--- src/rtl/core/ms2_pkg.sv ---
// Shared constants, types and helpers for the track-2 stripe reader core.
package ms2_pkg;

    localparam int STORE_DEPTH = 64;
    localparam int IDX_W       = $clog2(STORE_DEPTH);
    localparam int CHAR_W      = 5;
    localparam int DIGIT_W     = 4;
    localparam int POS_W       = 6;
    localparam int EXT_W       = POS_W + IDX_W;
    localparam int BCNT_W      = 3;

    localparam logic [IDX_W-1:0]  LAST_IDX    = IDX_W'(STORE_DEPTH - 1);
    localparam logic [CHAR_W-1:0] START_SENT  = 5'b01011;
    localparam logic [CHAR_W-1:0] END_SENT    = 5'b11111;
    localparam logic [POS_W-1:0]  MAX_DIGITS  = 6'd40;
    localparam logic [POS_W-1:0]  ID_LEN_RST  = 6'd8;

    localparam logic OP_CLOCK  = 1'b0;
    localparam logic OP_ENABLE = 1'b1;

    localparam logic STATUS_OK  = 1'b0;
    localparam logic STATUS_ERR = 1'b1;

    typedef struct packed {
        logic              go;
        logic [CHAR_W-1:0] want;
        logic              slot_bad;
        logic [POS_W-1:0]  count;
    } ms2_chk_t;

    // Set bit 4 so the five bits carry odd parity.
    function automatic logic [CHAR_W-1:0] with_odd_parity(input logic [CHAR_W-1:0] v);
        return {~(^v[DIGIT_W-1:0]), v[DIGIT_W-1:0]};
    endfunction

endpackage

--- src/rtl/core/ms2_ram.sv ---
// Generic single-write, single-read RAM with registered read data.
module ms2_ram #(
    parameter int WIDTH = 8,
    parameter int DEPTH = 64
) (
    input  logic                     clk,
    input  logic                     wr_en,
    input  logic [$clog2(DEPTH)-1:0] wr_addr,
    input  logic [WIDTH-1:0]         wr_data,
    input  logic [$clog2(DEPTH)-1:0] rd_addr,
    output logic [WIDTH-1:0]         rd_data
);

    logic [WIDTH-1:0] mem [DEPTH];

    always_ff @(posedge clk)
    begin
        if (wr_en)
        begin
            mem[wr_addr] <= wr_data;
        end
        rd_data <= mem[rd_addr];
    end

endmodule

--- src/rtl/core/ms2_framer.sv ---
// Bit-serial character framer: LSB-first window, start sentinel hunt, 5-bit framing.
module ms2_framer
    import ms2_pkg::*;
(
    input  logic              clk,
    input  logic              rst_n,
    input  logic              clear,
    input  logic              shift,
    input  logic              bit_in,
    output logic              char_stb,
    output logic              char_start,
    output logic [CHAR_W-1:0] char_data
);

    logic [CHAR_W-1:0] win_reg, win_next;
    logic [BCNT_W-1:0] cnt_reg, cnt_next;
    logic              hunt_reg, hunt_next;
    logic [CHAR_W-1:0] win_fill;

    always_comb
    begin
        for (int i = 0; i < CHAR_W; i++)
        begin
            win_fill[i] = win_reg[i] | (bit_in & (cnt_reg == BCNT_W'(i)));
        end
    end

    always_comb
    begin
        win_next   = win_reg;
        cnt_next   = cnt_reg;
        hunt_next  = hunt_reg;
        char_stb   = 1'b0;
        char_start = 1'b0;
        char_data  = win_fill;
        if (clear)
        begin
            win_next  = '0;
            cnt_next  = '0;
            hunt_next = 1'b1;
        end
        else if (shift)
        begin
            if (cnt_reg != BCNT_W'(CHAR_W - 1))
            begin
                win_next = win_fill;
                cnt_next = cnt_reg + 1'b1;
            end
            else if (hunt_reg && (win_fill != START_SENT))
            begin
                // slide the window one bit and keep hunting
                win_next = win_fill >> 1;
                cnt_next = BCNT_W'(CHAR_W - 1);
            end
            else
            begin
                char_stb   = 1'b1;
                char_start = hunt_reg;
                win_next   = '0;
                cnt_next   = '0;
                hunt_next  = 1'b0;
            end
        end
    end

    always_ff @(posedge clk or negedge rst_n)
    begin
        if (!rst_n)
        begin
            win_reg  <= '0;
            cnt_reg  <= '0;
            hunt_reg <= 1'b1;
        end
        else
        begin
            win_reg  <= win_next;
            cnt_reg  <= cnt_next;
            hunt_reg <= hunt_next;
        end
    end

endmodule

--- src/rtl/core/ms2_readout.sv ---
// LRC check and digit readout sequencer with output register.
module ms2_readout
    import ms2_pkg::*;
(
    input  logic               clk,
    input  logic               rst_n,
    input  ms2_chk_t           chk,
    input  logic [CHAR_W-1:0]  rd_data,
    input  logic               rd_hit,
    output logic               busy,
    output logic [POS_W-1:0]   rd_pos,
    output logic               out_valid,
    input  logic               out_ready,
    output logic [DIGIT_W-1:0] digit,
    output logic               status,
    output logic               last
);

    localparam logic [1:0] ST_IDLE = 2'd0;
    localparam logic [1:0] ST_CHK  = 2'd1;
    localparam logic [1:0] ST_EMIT = 2'd2;
    localparam logic [1:0] ST_ERR  = 2'd3;

    logic [1:0]         state_reg, state_next;
    logic [POS_W-1:0]   pos_reg, pos_next;
    logic [CHAR_W-1:0]  want_reg, want_next;
    logic               bad_reg, bad_next;
    logic [POS_W-1:0]   cnt_reg, cnt_next;
    logic               ovld_reg, ovld_next;
    logic [DIGIT_W-1:0] digit_reg, digit_next;
    logic               status_reg, status_next;
    logic               last_reg, last_next;

    logic               load_ok;
    logic [CHAR_W-1:0]  stored;
    logic [EXT_W-1:0]   pos_ext;
    logic               pos_in_store;

    assign load_ok      = !ovld_reg || out_ready;
    assign stored       = rd_hit ? rd_data : '0;
    assign pos_ext      = {{IDX_W{1'b0}}, pos_reg};
    assign pos_in_store = pos_ext < EXT_W'(STORE_DEPTH);

    always_comb
    begin
        state_next  = state_reg;
        pos_next    = pos_reg;
        want_next   = want_reg;
        bad_next    = bad_reg;
        cnt_next    = cnt_reg;
        ovld_next   = ovld_reg && !out_ready;
        digit_next  = digit_reg;
        status_next = status_reg;
        last_next   = last_reg;
        rd_pos      = pos_reg;
        case (state_reg)
            ST_IDLE:
            begin
                if (chk.go)
                begin
                    want_next  = chk.want;
                    bad_next   = chk.slot_bad;
                    cnt_next   = chk.count;
                    state_next = ST_CHK;
                end
            end
            ST_CHK:
            begin
                rd_pos   = POS_W'(1);
                pos_next = POS_W'(1);
                if (bad_reg || (stored != want_reg))
                begin
                    state_next = ST_ERR;
                end
                else if (cnt_reg == '0)
                begin
                    state_next = ST_IDLE;
                end
                else
                begin
                    state_next = ST_EMIT;
                end
            end
            ST_EMIT:
            begin
                if (load_ok)
                begin
                    ovld_next   = 1'b1;
                    digit_next  = (pos_in_store && rd_hit) ? rd_data[DIGIT_W-1:0] : '0;
                    status_next = STATUS_OK;
                    last_next   = (pos_reg == cnt_reg);
                    rd_pos      = pos_reg + 1'b1;
                    pos_next    = pos_reg + 1'b1;
                    if (pos_reg == cnt_reg)
                    begin
                        state_next = ST_IDLE;
                    end
                end
            end
            ST_ERR:
            begin
                if (load_ok)
                begin
                    ovld_next   = 1'b1;
                    digit_next  = '0;
                    status_next = STATUS_ERR;
                    last_next   = 1'b1;
                    state_next  = ST_IDLE;
                end
            end
            default:
            begin
                state_next = ST_IDLE;
            end
        endcase
    end

    always_ff @(posedge clk or negedge rst_n)
    begin
        if (!rst_n)
        begin
            state_reg <= ST_IDLE;
            ovld_reg  <= 1'b0;
        end
        else
        begin
            state_reg <= state_next;
            ovld_reg  <= ovld_next;
        end
    end

    always_ff @(posedge clk)
    begin
        pos_reg    <= pos_next;
        want_reg   <= want_next;
        bad_reg    <= bad_next;
        cnt_reg    <= cnt_next;
        digit_reg  <= digit_next;
        status_reg <= status_next;
        last_reg   <= last_next;
    end

    assign busy      = (state_reg != ST_IDLE);
    assign out_valid = ovld_reg;
    assign digit     = digit_reg;
    assign status    = status_reg;
    assign last      = last_reg;

endmodule

--- src/rtl/core/magstripe_track2_reader_core.sv ---
// Top level of the ABA track-2 magnetic stripe reader core.
// Input transactions are card-reader events: op selects a falling edge of the card
// clock (data_level carries the active-low data bit) or a change of the active-low
// enable line (enable_level). While a card is present the framer slides a 5-bit
// LSB-first window, one bit per clock event, until the start sentinel appears,
// then frames 5-bit characters into a 64-entry store. On removal after an end
// sentinel the readout checks the LRC (the store read at the removal edge, then a
// compare state) and then streams min(id_length, 40) digits with the parity bit
// cleared, one per cycle through the store's registered read port while the output
// register can take them, or a single error transaction on mismatch or when the
// end sentinel sits in the last store slot. in_ready stays low from the cycle after
// the removal until the last transaction is loaded into the output register (for a
// good read with no digits, until the compare ends), also while out_ready holds the
// output register full. The last transaction may still wait in the output register
// after in_ready returns high.
// Entries never written since reset read as zero through per-entry valid flags, so
// no clearing pass follows reset. id_length resets to 8 and is written through the
// cfg channel, which is always ready; write it only while the core is quiet.
module magstripe_track2_reader_core
    import ms2_pkg::*;
(
    input  logic               clk,
    input  logic               rst_n,
    // event channel
    input  logic               in_valid,
    output logic               in_ready,
    input  logic               op,
    input  logic               data_level,
    input  logic               enable_level,
    // result channel
    output logic               out_valid,
    input  logic               out_ready,
    output logic [DIGIT_W-1:0] digit,
    output logic               status,
    output logic               last,
    // configuration channel
    input  logic               cfg_valid,
    output logic               cfg_ready,
    input  logic [POS_W-1:0]   cfg_id_length
);

    logic               card_reg, card_next;
    logic [IDX_W-1:0]   ccnt_reg, ccnt_next;
    logic               end_seen_reg, end_seen_next;
    logic [IDX_W-1:0]   end_idx_reg, end_idx_next;
    logic [CHAR_W-1:0]  lrc_reg, lrc_next;
    logic [POS_W-1:0]   id_len_reg;
    logic [STORE_DEPTH-1:0] vld_reg;
    logic               hit_reg;

    logic               in_acc;
    logic               clk_evt;
    logic               card_in;
    logic               card_out;
    logic               char_stb;
    logic               char_start;
    logic [CHAR_W-1:0]  char_data;
    logic               busy;
    logic [POS_W-1:0]   rd_pos;
    logic [EXT_W-1:0]   rd_pos_ext;
    logic [IDX_W-1:0]   rd_addr;
    logic [CHAR_W-1:0]  rd_data;
    ms2_chk_t           chk;

    // Decode the accepted event.
    assign in_ready = !busy;
    assign in_acc   = in_valid && in_ready;
    assign clk_evt  = in_acc && (op == OP_CLOCK) && card_reg;
    assign card_in  = in_acc && (op == OP_ENABLE) && !enable_level;
    assign card_out = in_acc && (op == OP_ENABLE) && enable_level;

    assign cfg_ready = 1'b1;

    ms2_framer u_framer (
        .clk        (clk),
        .rst_n      (rst_n),
        .clear      (card_in || card_out),
        .shift      (clk_evt),
        .bit_in     (~data_level),
        .char_stb   (char_stb),
        .char_start (char_start),
        .char_data  (char_data)
    );

    // Track the character index, the first end sentinel and the running LRC.
    always_comb
    begin
        card_next     = card_reg;
        ccnt_next     = ccnt_reg;
        end_seen_next = end_seen_reg;
        end_idx_next  = end_idx_reg;
        lrc_next      = lrc_reg;
        if (card_in || card_out)
        begin
            card_next     = card_in;
            ccnt_next     = '0;
            end_seen_next = 1'b0;
            end_idx_next  = '0;
            lrc_next      = '0;
        end
        else if (char_stb)
        begin
            if (char_start)
            begin
                lrc_next  = lrc_reg ^ char_data;
                ccnt_next = IDX_W'(1);
            end
            else
            begin
                if (!end_seen_reg)
                begin
                    lrc_next = lrc_reg ^ char_data;
                    if (char_data == END_SENT)
                    begin
                        end_seen_next = 1'b1;
                        end_idx_next  = ccnt_reg;
                    end
                end
                // saturate on the last slot; later characters overwrite it
                if (ccnt_reg != LAST_IDX)
                begin
                    ccnt_next = ccnt_reg + 1'b1;
                end
            end
        end
    end

    always_ff @(posedge clk or negedge rst_n)
    begin
        if (!rst_n)
        begin
            card_reg     <= 1'b0;
            ccnt_reg     <= '0;
            end_seen_reg <= 1'b0;
            end_idx_reg  <= '0;
            lrc_reg      <= '0;
            id_len_reg   <= ID_LEN_RST;
            vld_reg      <= '0;
        end
        else
        begin
            card_reg     <= card_next;
            ccnt_reg     <= ccnt_next;
            end_seen_reg <= end_seen_next;
            end_idx_reg  <= end_idx_next;
            lrc_reg      <= lrc_next;
            if (cfg_valid && cfg_ready)
            begin
                id_len_reg <= cfg_id_length;
            end
            if (char_stb)
            begin
                vld_reg[ccnt_reg] <= 1'b1;
            end
        end
    end

    // Read the slot after the end sentinel while idle; the readout drives
    // the address once it runs.
    assign rd_pos_ext = {{IDX_W{1'b0}}, rd_pos};
    assign rd_addr    = busy ? rd_pos_ext[IDX_W-1:0] : (end_idx_reg + 1'b1);

    ms2_ram #(
        .WIDTH (CHAR_W),
        .DEPTH (STORE_DEPTH)
    ) u_store (
        .clk     (clk),
        .wr_en   (char_stb),
        .wr_addr (ccnt_reg),
        .wr_data (char_data),
        .rd_addr (rd_addr),
        .rd_data (rd_data)
    );

    // Hold the valid flag of the entry read, aligned with the RAM read data.
    always_ff @(posedge clk)
    begin
        hit_reg <= vld_reg[rd_addr];
    end

    // Launch the check on a removal that follows an end sentinel.
    assign chk.go       = card_out && end_seen_reg;
    assign chk.want     = with_odd_parity(lrc_reg);
    assign chk.slot_bad = (end_idx_reg == LAST_IDX);
    assign chk.count    = (id_len_reg > MAX_DIGITS) ? MAX_DIGITS : id_len_reg;

    ms2_readout u_readout (
        .clk       (clk),
        .rst_n     (rst_n),
        .chk       (chk),
        .rd_data   (rd_data),
        .rd_hit    (hit_reg),
        .busy      (busy),
        .rd_pos    (rd_pos),
        .out_valid (out_valid),
        .out_ready (out_ready),
        .digit     (digit),
        .status    (status),
        .last      (last)
    );

endmodule
--- config.mk ---
export PLATFORM = sky130hd
export DESIGN_NAME = magstripe_track2_reader_core
export DESIGN_NICKNAME = d
export VERILOG_FILES = /design/src/rtl/core/ms2_pkg.sv /design/src/rtl/core/ms2_ram.sv /design/src/rtl/core/ms2_framer.sv /design/src/rtl/core/ms2_readout.sv /design/src/rtl/core/magstripe_track2_reader_core.sv
export SDC_FILE = /design/constraint.sdc
export NUM_CORES = 1
export LEC_CHECK = 0
export BUFFER_PORTS_ARGS = -buffer_cell sky130_fd_sc_hd__buf_2
export CORE_MARGIN = 2
export CORE_UTILIZATION = 50
export DETAILED_ROUTE_END_ITERATION = 6
export HOLD_SLACK_MARGIN = 0.08
export PLACE_DENSITY = 0.73
export REMOVE_ABC_BUFFERS = 1
export SLEW_MARGIN = 20
export SYNTH_ARGS = -nofsm -noshare
export SYNTH_HDL_FRONTEND = slang
export SYNTH_SLANG_ARGS = --single-unit
--- constraint.sdc ---
create_clock -name clk -period 2.8 [get_ports clk]
set_input_delay 0.56 -clock clk [delete_from_list [all_inputs] [get_ports clk]]
set_output_delay 0.56 -clock clk [all_outputs]
set_load 0.03 [all_outputs]
==> reports/metrics.json, run 1 <==
{
  "worstSetupStartpointType": {"value": "register"},
  "cts_tree": {"value": "yes"},
  "endpoint_required_time_on_the_critical_path": {"value": 3270, "unit": "ps"},
  "critPathMaxFanout": {"value": 13},
  "area.growth.synth_to_final": {"value": 22.6, "unit": "%"},
  "final-seq-area": {"value": 0.0129, "unit": "sq mm"},
  "multi_input_comb_area": {"value": 0.00599, "unit": "sq mm"},
  "initial_antenna_violation_count": {"value": 0},
  "cts_buffers": {"value": 45},
  "final_common_cell": {"value": "sky130_fd_sc_hd__edfxtp_1"},
  "gp_routability_congestion": {"value": 0.867},
  "asyncSetResetFlopFracSynth": {"value": 22.2, "unit": "%"},
  "number_of_top_level_pins": {"value": 23},
  "core_area": {"value": 0.0374, "unit": "sq mm"},
  "numClockSinks": {"value": 450},
  "crit_family": {"value": "compound AO/OA/AOI/OAI gates"},
  "synthesis.area_per_instance": {"value": 14.7, "unit": "sq um"},
  "synth.distinct_cells": {"value": 77},
  "grt_pass1_wl": {"value": 71.6, "unit": "mm"},
  "layout.nets": {"value": 1549},
  "fmax": {"value": 0.345, "unit": "GHz"},
  "grt_util_met2": {"value": 40.5, "unit": "%"},
  "clk-insertion-delay-late": {"value": 550, "unit": "ps"},
  "hpwlAfterDp": {"value": 30.3, "unit": "mm"},
  "irDropWorstVdd": {"value": 395, "unit": "uV"},
  "cp_data_arrival_time": {"value": 3370, "unit": "ps"},
  "critical_path_buf_inv_count": {"value": 3},
  "chipHeight": {"value": 198, "unit": "microns"},
  "dp_worst_setup_slack": {"value": -359, "unit": "ps"},
  "final_layout_size_suffix_gt1_share": {"value": 34.4, "unit": "%"},
  "report.final.setup_viol": {"value": 6},
  "rows": {"value": 71},
  "static-leakage-power": {"value": 0.00882, "unit": "uW"},
  "grt_pass1_vias": {"value": 12200},
  "unrepaired_setup_endpoints_after_global_routing": {"value": "true"},
  "globalRouteMet3Util": {"value": 3.75, "unit": "%"},
  "diodes": {"value": 0},
  "routed_wl": {"value": 46.9, "unit": "mm"},
  "routed_wire_length_per_instance": {"value": 22.7, "unit": "microns"},
  "worstMarginPinSlew": {"value": 812, "unit": "ps"},
  "cts_root_buf": {"value": "sky130_fd_sc_hd__clkbuf_16"},
  "violations": {"value": "negative setup slack"},
  "synth_seq_area_share": {"value": 68.3, "unit": "%"},
  "dr.pass1.iters": {"value": 6},
  "initial_core_util": {"value": 50.5, "unit": "%"},
  "vias": {"value": 12000},
  "powerDensity": {"value": 609, "unit": "mW/mm^2"},
  "layout.core_utilization": {"value": 61.9, "unit": "%"},
  "grt.total_usage": {"value": 24.3, "unit": "%"},
  "synthesis.area": {"value": 0.0189, "unit": "sq mm"},
  "grt_start_max_net_pins": {"value": 65},
  "path_clk_slew": {"value": 60, "unit": "ps"},
  "slew-limit-headroom": {"value": 45.7, "unit": "%"},
  "largest_register_ff_count": {"value": 320},
  "drt_first_iter_violations": {"value": 1165},
  "postSynthRegisterBits": {"value": 450},
  "crit_path_top_delay_cell": {"value": "sky130_fd_sc_hd__a222oi_1"},
  "cts-htree-levels": {"value": 2},
  "ant_nets": {"value": 0},
  "drc": {"value": 0},
  "grt_busiest_layer": {"value": "met2"},
  "hp-class": {"value": "input port to register"},
  "report.final.slew_viol_count": {"value": 0},
  "fillers": {"value": 2668},
  "timing.clock.skew": {"value": 17.7, "unit": "ps"},
  "mostFrequentLayoutCells": {"value": "sky130_fd_sc_hd__edfxtp_1, sky130_fd_sc_hd__buf_4, sky130_fd_sc_hd__nand2_1"},
  "synth_edf_count": {"value": 338},
  "fp.dieW": {"value": 198, "unit": "microns"},
  "grt.overflow.total": {"value": 0},
  "whs": {"value": 235, "unit": "ps"},
  "timing.final.ws_setup": {"value": -100, "unit": "ps"},
  "numPortBuffers": {"value": 21},
  "finalCriticalPeriod": {"value": 2900, "unit": "ps"},
  "grt_util_met1": {"value": 31.9, "unit": "%"},
  "design_power_total": {"value": 14100, "unit": "uW"},
  "worst-setup-path-type": {"value": "register to register"},
  "dieArea": {"value": 0.0394, "unit": "sq mm"},
  "vias_per_cell": {"value": 5.80},
  "final_hold_viol_count": {"value": 0},
  "cts.path.max_buffers": {"value": 3},
  "maxCapViolations": {"value": 0},
  "worstPathCellList": {"value": "inv_2 -> ha_4 -> mux2i_2 -> o21ai_2 -> buf_4 -> o31a_4 -> buf_12 -> mux2_2 -> a222oi_1 -> o22ai_2 -> nor3_1"},
  "crit_path_max_incr_delay": {"value": 430, "unit": "ps"},
  "yosys_warnings": {"value": 0},
  "final_min_period_over_clock_period": {"value": 104, "unit": "%"},
  "synthFlopType": {"value": "sky130_fd_sc_hd__edfxtp_1"},
  "syn-instance-count": {"value": 1289},
  "critPathCaptureType": {"value": "register"},
  "status": {"value": "finished with violations"}
}
==> stage by stage <==
step           std cells  cell area [sq um]  TNS (ps)
5_1_grt             2067              23200     -1320
3_3_place_gp        1960              21000     -3160
2_1_floorplan       1228              18500    -66960
3_5_place_dp        1960              21000     -5460
4_1_cts             2063              23000      -442
6_report            2067              23200      -400
==> layout make-up <==
| type | instances | share of cell area, % |
|---|---|---|
| flip-flops and latches | 450 | 55.7 |
| clock buffers | 63 | 5.33 |
| multi-input cells | 763 | 25.8 |
| clock inverters | 18 | 0.648 |
| well taps | 511 | 2.76 |
| inverters | 15 | 0.243 |
| repair buffers | 247 | 9.50 |
==> final timing paths <==
check / endpoint / slack [ps] / cells past startpoint / from
max reg2reg: u_store.rd_data[3] / -100 / 11 / u_readout.state_reg[1]
min reg2reg: vld_reg[50] / 460 / 1 / vld_reg[50]
min in group asynchronous: u_readout.state_reg[0] / 550 / 2 / rst_n
max in group asynchronous: u_framer.hunt_reg / 1430 / 3 / rst_n
min: card_reg / 230 / 2 / enable_level
max: u_store.rd_data[3] / -100 / 11 / u_readout.state_reg[1]
==> cell families (layout without fill, tap and decap cells) <==
kind of cell / after synthesis / in the layout / synth area share [%]
AOI/OAI and AO/OA: 165 / 165 / 6.60
xor gates and xnor gates: 19 / 19 / 0.881
adders and majority gates: 13 / 13 / 0.861
buffers and inverters: 76 / 343 / 2.19
DFF: 450 / 450 / 68.3
muxes: 170 / 170 / 11.0
other: 1 / 1 / 0.0198
and+or+nand+nor: 395 / 395 / 10.2
==> what timing repair did <==
item,4_1_cts,5_1_grt
cloned,3,1
setup buffers,20,3
hold endpoints to repair,38,0
setup endpoints to repair,142,281
gates resized for setup,84,36
hold buffers,1,0
pin swaps,29,21
==> power breakdown <==
group          switching [uW]  total, uW  internal [uW]
Combinational             633        804            171
Sequential               78.8       7570           7500
Clock                    2470       5720           3260
Total                    3180      14100          10900
==> cells in the mapped netlist (18+ instances only) <==
cell / instances / area [sq um]
sky130_fd_sc_hd__clkbuf_1: 23 / 86.3
sky130_fd_sc_hd__dfrtp_1: 98 / 2450
sky130_fd_sc_hd__mux2i_1: 100 / 1000
sky130_fd_sc_hd__or2_2: 67 / 419
sky130_fd_sc_hd__a32o_1: 21 / 210
sky130_fd_sc_hd__o21ai_0: 36 / 180
sky130_fd_sc_hd__mux2_2: 45 / 507
sky130_fd_sc_hd__nand3_1: 18 / 90.1
sky130_fd_sc_hd__mux4_2: 24 / 541
sky130_fd_sc_hd__nor2_1: 115 / 432
sky130_fd_sc_hd__o22ai_1: 20 / 125
sky130_fd_sc_hd__edfxtp_1: 338 / 10100
sky130_fd_sc_hd__nand2_1: 112 / 420
==> per-layer routing <==
| layer | share of wire [%] | up-vias |
|---|---|---|
| met4 | 4.2 | 0 |
| met5 | 0 | - |
| met2 | 49 | 486 |
| li1 | - | 5314 |
| met3 | 7.0 | 124 |
| met1 | 40 | 6060 |
(Power assumes the default switching activity.)
==> run 2: changes to the inputs <==
Settings changed: SKIP_LAST_GASP set to 1.
==> run 2 against run 1 <==
Compared with the run above: the flow finishes with violations (design-rule violations, negative setup slack); via count grew 0.21%; die area unchanged; utilization is essentially flat; critical path depth increased by 1; sequential share of layout area is essentially flat; flip-flop and latch count unchanged; hold slack gained 1.5 ps; wire length grew 0.17%; critical endpoint is now u_store.rd_data[1].
==> reports/metrics.json, run 2 (synthesis gave the netlist of run 1 again) <==
{
  "grt_util_met2": {"value": 40.5, "unit": "%", "change": "-0.065 points"},
  "routed_wire_length_per_instance": {"value": 22.7, "unit": "microns", "change": "about the same"},
  "slew-limit-headroom": {"value": 45.3, "unit": "%", "change": "-0.47 points"},
  "fillers": {"value": 2662, "change": "-0.22%"},
  "timing.clock.skew": {"value": 17.1, "unit": "ps", "change": "-0.588 ps"},
  "ant_nets": {"value": 0, "change": "unchanged"},
  "final_layout_size_suffix_gt1_share": {"value": 34.0, "unit": "%", "change": "-0.39 points"},
  "final_hold_viol_count": {"value": 0, "change": "unchanged"},
  "cts_tree": {"value": "yes"},
  "grt.overflow.total": {"value": 0, "change": "unchanged"},
  "rows": {"value": 71, "change": "unchanged"},
  "numPortBuffers": {"value": 21, "change": "unchanged"},
  "final_min_period_over_clock_period": {"value": 105, "unit": "%", "change": "+1.1 points"},
  "drc": {"value": 5, "change": "+5"},
  "layout.nets": {"value": 1552, "change": "+0.19%"},
  "irDropWorstVdd": {"value": 408, "unit": "uV", "change": "+3.2%"},
  "initial_core_util": {"value": 50.5, "unit": "%", "change": "unchanged"},
  "swShare": {"value": 22.5, "unit": "%", "change": "-0.046 points"},
  "vias_per_cell": {"value": 5.80, "change": "about the same"},
  "layout.core_utilization": {"value": 61.9, "unit": "%", "change": "about the same"},
  "dr.pass1.iters": {"value": 7, "change": "+1"},
  "critPathMaxFanout": {"value": 7, "change": "-6"},
  "clk-insertion-delay-late": {"value": 550, "unit": "ps", "change": "about the same"},
  "grt_start_max_net_pins": {"value": 65, "change": "unchanged"},
  "diodes": {"value": 0, "change": "unchanged"},
  "grt_busiest_layer": {"value": "met2"},
  "numClockSinks": {"value": 450, "change": "unchanged"},
  "endpoint_required_time_on_the_critical_path": {"value": 3240, "unit": "ps", "change": "-30 ps"},
  "cts.path.max_buffers": {"value": 3, "change": "unchanged"},
  "path_clk_slew": {"value": 60, "unit": "ps", "change": "about the same"},
  "chipHeight": {"value": 198, "unit": "microns", "change": "unchanged"},
  "worstMarginPinSlew": {"value": 819, "unit": "ps", "change": "+7.05 ps"},
  "pwr-share-clk": {"value": 40.5, "unit": "%", "change": "about the same"},
  "report.final.setup_viol": {"value": 6, "change": "unchanged"},
  "fmax": {"value": 0.341, "unit": "GHz", "change": "-1.0%"},
  "grt_util_met1": {"value": 31.9, "unit": "%", "change": "about the same"},
  "whs": {"value": 236, "unit": "ps", "change": "+1.53 ps"},
  "worst-r2r-cell-count": {"value": 12, "change": "+1"},
  "drt_first_iter_violations": {"value": 1122, "change": "-3.7%"},
  "timing.final.ws_setup": {"value": -131, "unit": "ps", "change": "-30.4 ps"},
  "globalRouteMet3Util": {"value": 3.66, "unit": "%", "change": "-0.085 points"},
  "powerDensity": {"value": 608, "unit": "mW/mm^2", "change": "about the same"},
  "unrepaired_setup_endpoints_after_global_routing": {"value": "true"},
  "hpwlAfterDp": {"value": 30.3, "unit": "mm", "change": "unchanged"},
  "cts-htree-levels": {"value": 2, "change": "unchanged"},
  "report.final.slew_viol_count": {"value": 0, "change": "unchanged"},
  "number_of_top_level_pins": {"value": 23, "change": "unchanged"},
  "timing.setup.tns": {"value": -639, "unit": "ps", "change": "-239 ps"},
  "cp_data_arrival_time": {"value": 3370, "unit": "ps", "change": "about the same"},
  "critPathCaptureType": {"value": "register"},
  "area.growth.synth_to_final": {"value": 22.6, "unit": "%", "change": "about the same"},
  "initial_antenna_violation_count": {"value": 0, "change": "unchanged"},
  "maxCapViolations": {"value": 0, "change": "unchanged"},
  "gp_routability_congestion": {"value": 0.867, "change": "unchanged"},
  "status": {"value": "finished with violations"},
  "static-leakage-power": {"value": 0.00882, "unit": "uW", "change": "about the same"},
  "grt_pass1_wl": {"value": 71.5, "unit": "mm", "change": "about the same"},
  "fp.dieW": {"value": 198, "unit": "microns", "change": "unchanged"},
  "netSwitchingPower": {"value": 3170, "unit": "uW", "change": "-0.27%"},
  "hold_path_depth": {"value": 2, "change": "unchanged"},
  "finalCriticalPeriod": {"value": 2930, "unit": "ps", "change": "+30.4 ps"},
  "core_area": {"value": 0.0374, "unit": "sq mm", "change": "unchanged"},
  "largest_register_ff_count": {"value": 320, "change": "unchanged"},
  "worstSetupStartpointType": {"value": "register"},
  "grt_pass1_vias": {"value": 12200, "change": "+0.082%"},
  "hp-class": {"value": "input port to register"},
  "p_comb_share": {"value": 5.7, "unit": "%", "change": "about the same"},
  "final_common_cell": {"value": "sky130_fd_sc_hd__edfxtp_1"},
  "mostFrequentLayoutCells": {"value": "sky130_fd_sc_hd__edfxtp_1, sky130_fd_sc_hd__buf_4, sky130_fd_sc_hd__nand2_1"},
  "routed_wl": {"value": 47.0, "unit": "mm", "change": "+0.17%"},
  "grt.total_usage": {"value": 24.3, "unit": "%", "change": "about the same"},
  "violations": {"value": "design-rule violations, negative setup slack"},
  "p_int": {"value": 10900, "unit": "uW", "change": "about the same"},
  "dieArea": {"value": 0.0394, "unit": "sq mm", "change": "unchanged"},
  "cts_root_buf": {"value": "sky130_fd_sc_hd__clkbuf_16"},
  "vias": {"value": 12000, "change": "+0.21%"},
  "sequentialPowerShare": {"value": 53.7, "unit": "%", "change": "about the same"},
  "worst-setup-path-type": {"value": "register to register"},
  "cts_buffers": {"value": 45, "change": "unchanged"}
}
## run 2: changes by cell type in the layout (fill, tap and decap cells not counted), moves of 2 or more
cell | previous run | this run
sky130_fd_sc_hd__nor2_1 | 103 | 106
sky130_fd_sc_hd__nor2_2 | 11 | 8
sky130_fd_sc_hd__a32o_1 | 19 | 21
sky130_fd_sc_hd__a32o_2 | 2 | 0
sky130_fd_sc_hd__buf_4 | 188 | 190
sky130_fd_sc_hd__mux2i_1 | 94 | 96
sky130_fd_sc_hd__mux2i_2 | 5 | 3
sky130_fd_sc_hd__o21ai_4 | 2 | 0
## run 2: repair_timing
item / 4_1_cts / 5_1_grt
pin swaps: 28 / 22
buffers inserted: 20 / 5
gates resized for setup: 76 / 32
hold endpoints to repair: 38 / 0
endpoints found under the setup margin: 142 / 295
cloned: 3 / 2
hold buffers: 1 / 0
## run 2: worst paths after layout
check	start	to	slack, ps
worst max-delay path	u_readout.state_reg[1]	u_store.rd_data[1]	-130
worst min-delay path	enable_level	card_reg	240
worst max register to register	u_readout.state_reg[1]	u_store.rd_data[1]	-130
worst min register to register	vld_reg[62]	vld_reg[62]	460
max in group asynchronous	rst_n	u_framer.hunt_reg	1430
min in group asynchronous	rst_n	u_readout.out_valid	550
## run 2: layout make-up
cell class,instances,area [sq um],share of cell area (%)
multi-input combinational,763,5950,25.7
clock inverter,18,150,0.648
sequential,450,12900,55.7
timing repair buffer,250,2240,9.67
clock buffer,63,1230,5.33
tap,511,639,2.76
inverter,15,56.3,0.243
## run 2: metrics by stage
stage          instances  cell area [sq um]  total power [uW]  worst slack (ps)
2_1_floorplan       1228              18500              8060             -7330
3_3_place_gp        1960              21000              8450              -366
3_5_place_dp        1960              21000              8490              -359
4_1_cts             2063              22900             14100             -94.9
5_1_grt             2070              23200             14500              -217
6_report            2070              23200             14100              -131
## run 2: worst max-delay path, cell delays in order, from the launching register on
cell,delay (ps)
sky130_fd_sc_hd__dfrtp_1,360
sky130_fd_sc_hd__inv_2,60
sky130_fd_sc_hd__ha_4,310
sky130_fd_sc_hd__mux2i_2,240
sky130_fd_sc_hd__o21ai_2,110
sky130_fd_sc_hd__o31ai_4,190
sky130_fd_sc_hd__buf_6,190
sky130_fd_sc_hd__buf_12,120
sky130_fd_sc_hd__clkbuf_16,140
sky130_fd_sc_hd__mux4_2,520
sky130_fd_sc_hd__mux2i_4,200
sky130_fd_sc_hd__o32ai_2,120
sky130_fd_sc_hd__o31a_1,250
## run 2: power groups by stage
stage	logic (uW)	registers (uW)	clock network (uW)
after floorplan	368	7690	0
after global placement	745	7700	0
after detailed placement	783	7710	0
after CTS	790	7570	5770
after global routing	870	7580	6060
final	808	7570	5710
## run 2: routing by layer
| layer | part of all wire, % | routed length, microns |
|---|---|---|
| met1 | 40 | 18700 |
| met2 | 49 | 22800 |
| met3 | 6.9 | 3250 |
| met4 | 4.8 | 2260 |
| met5 | 0 | 0 |
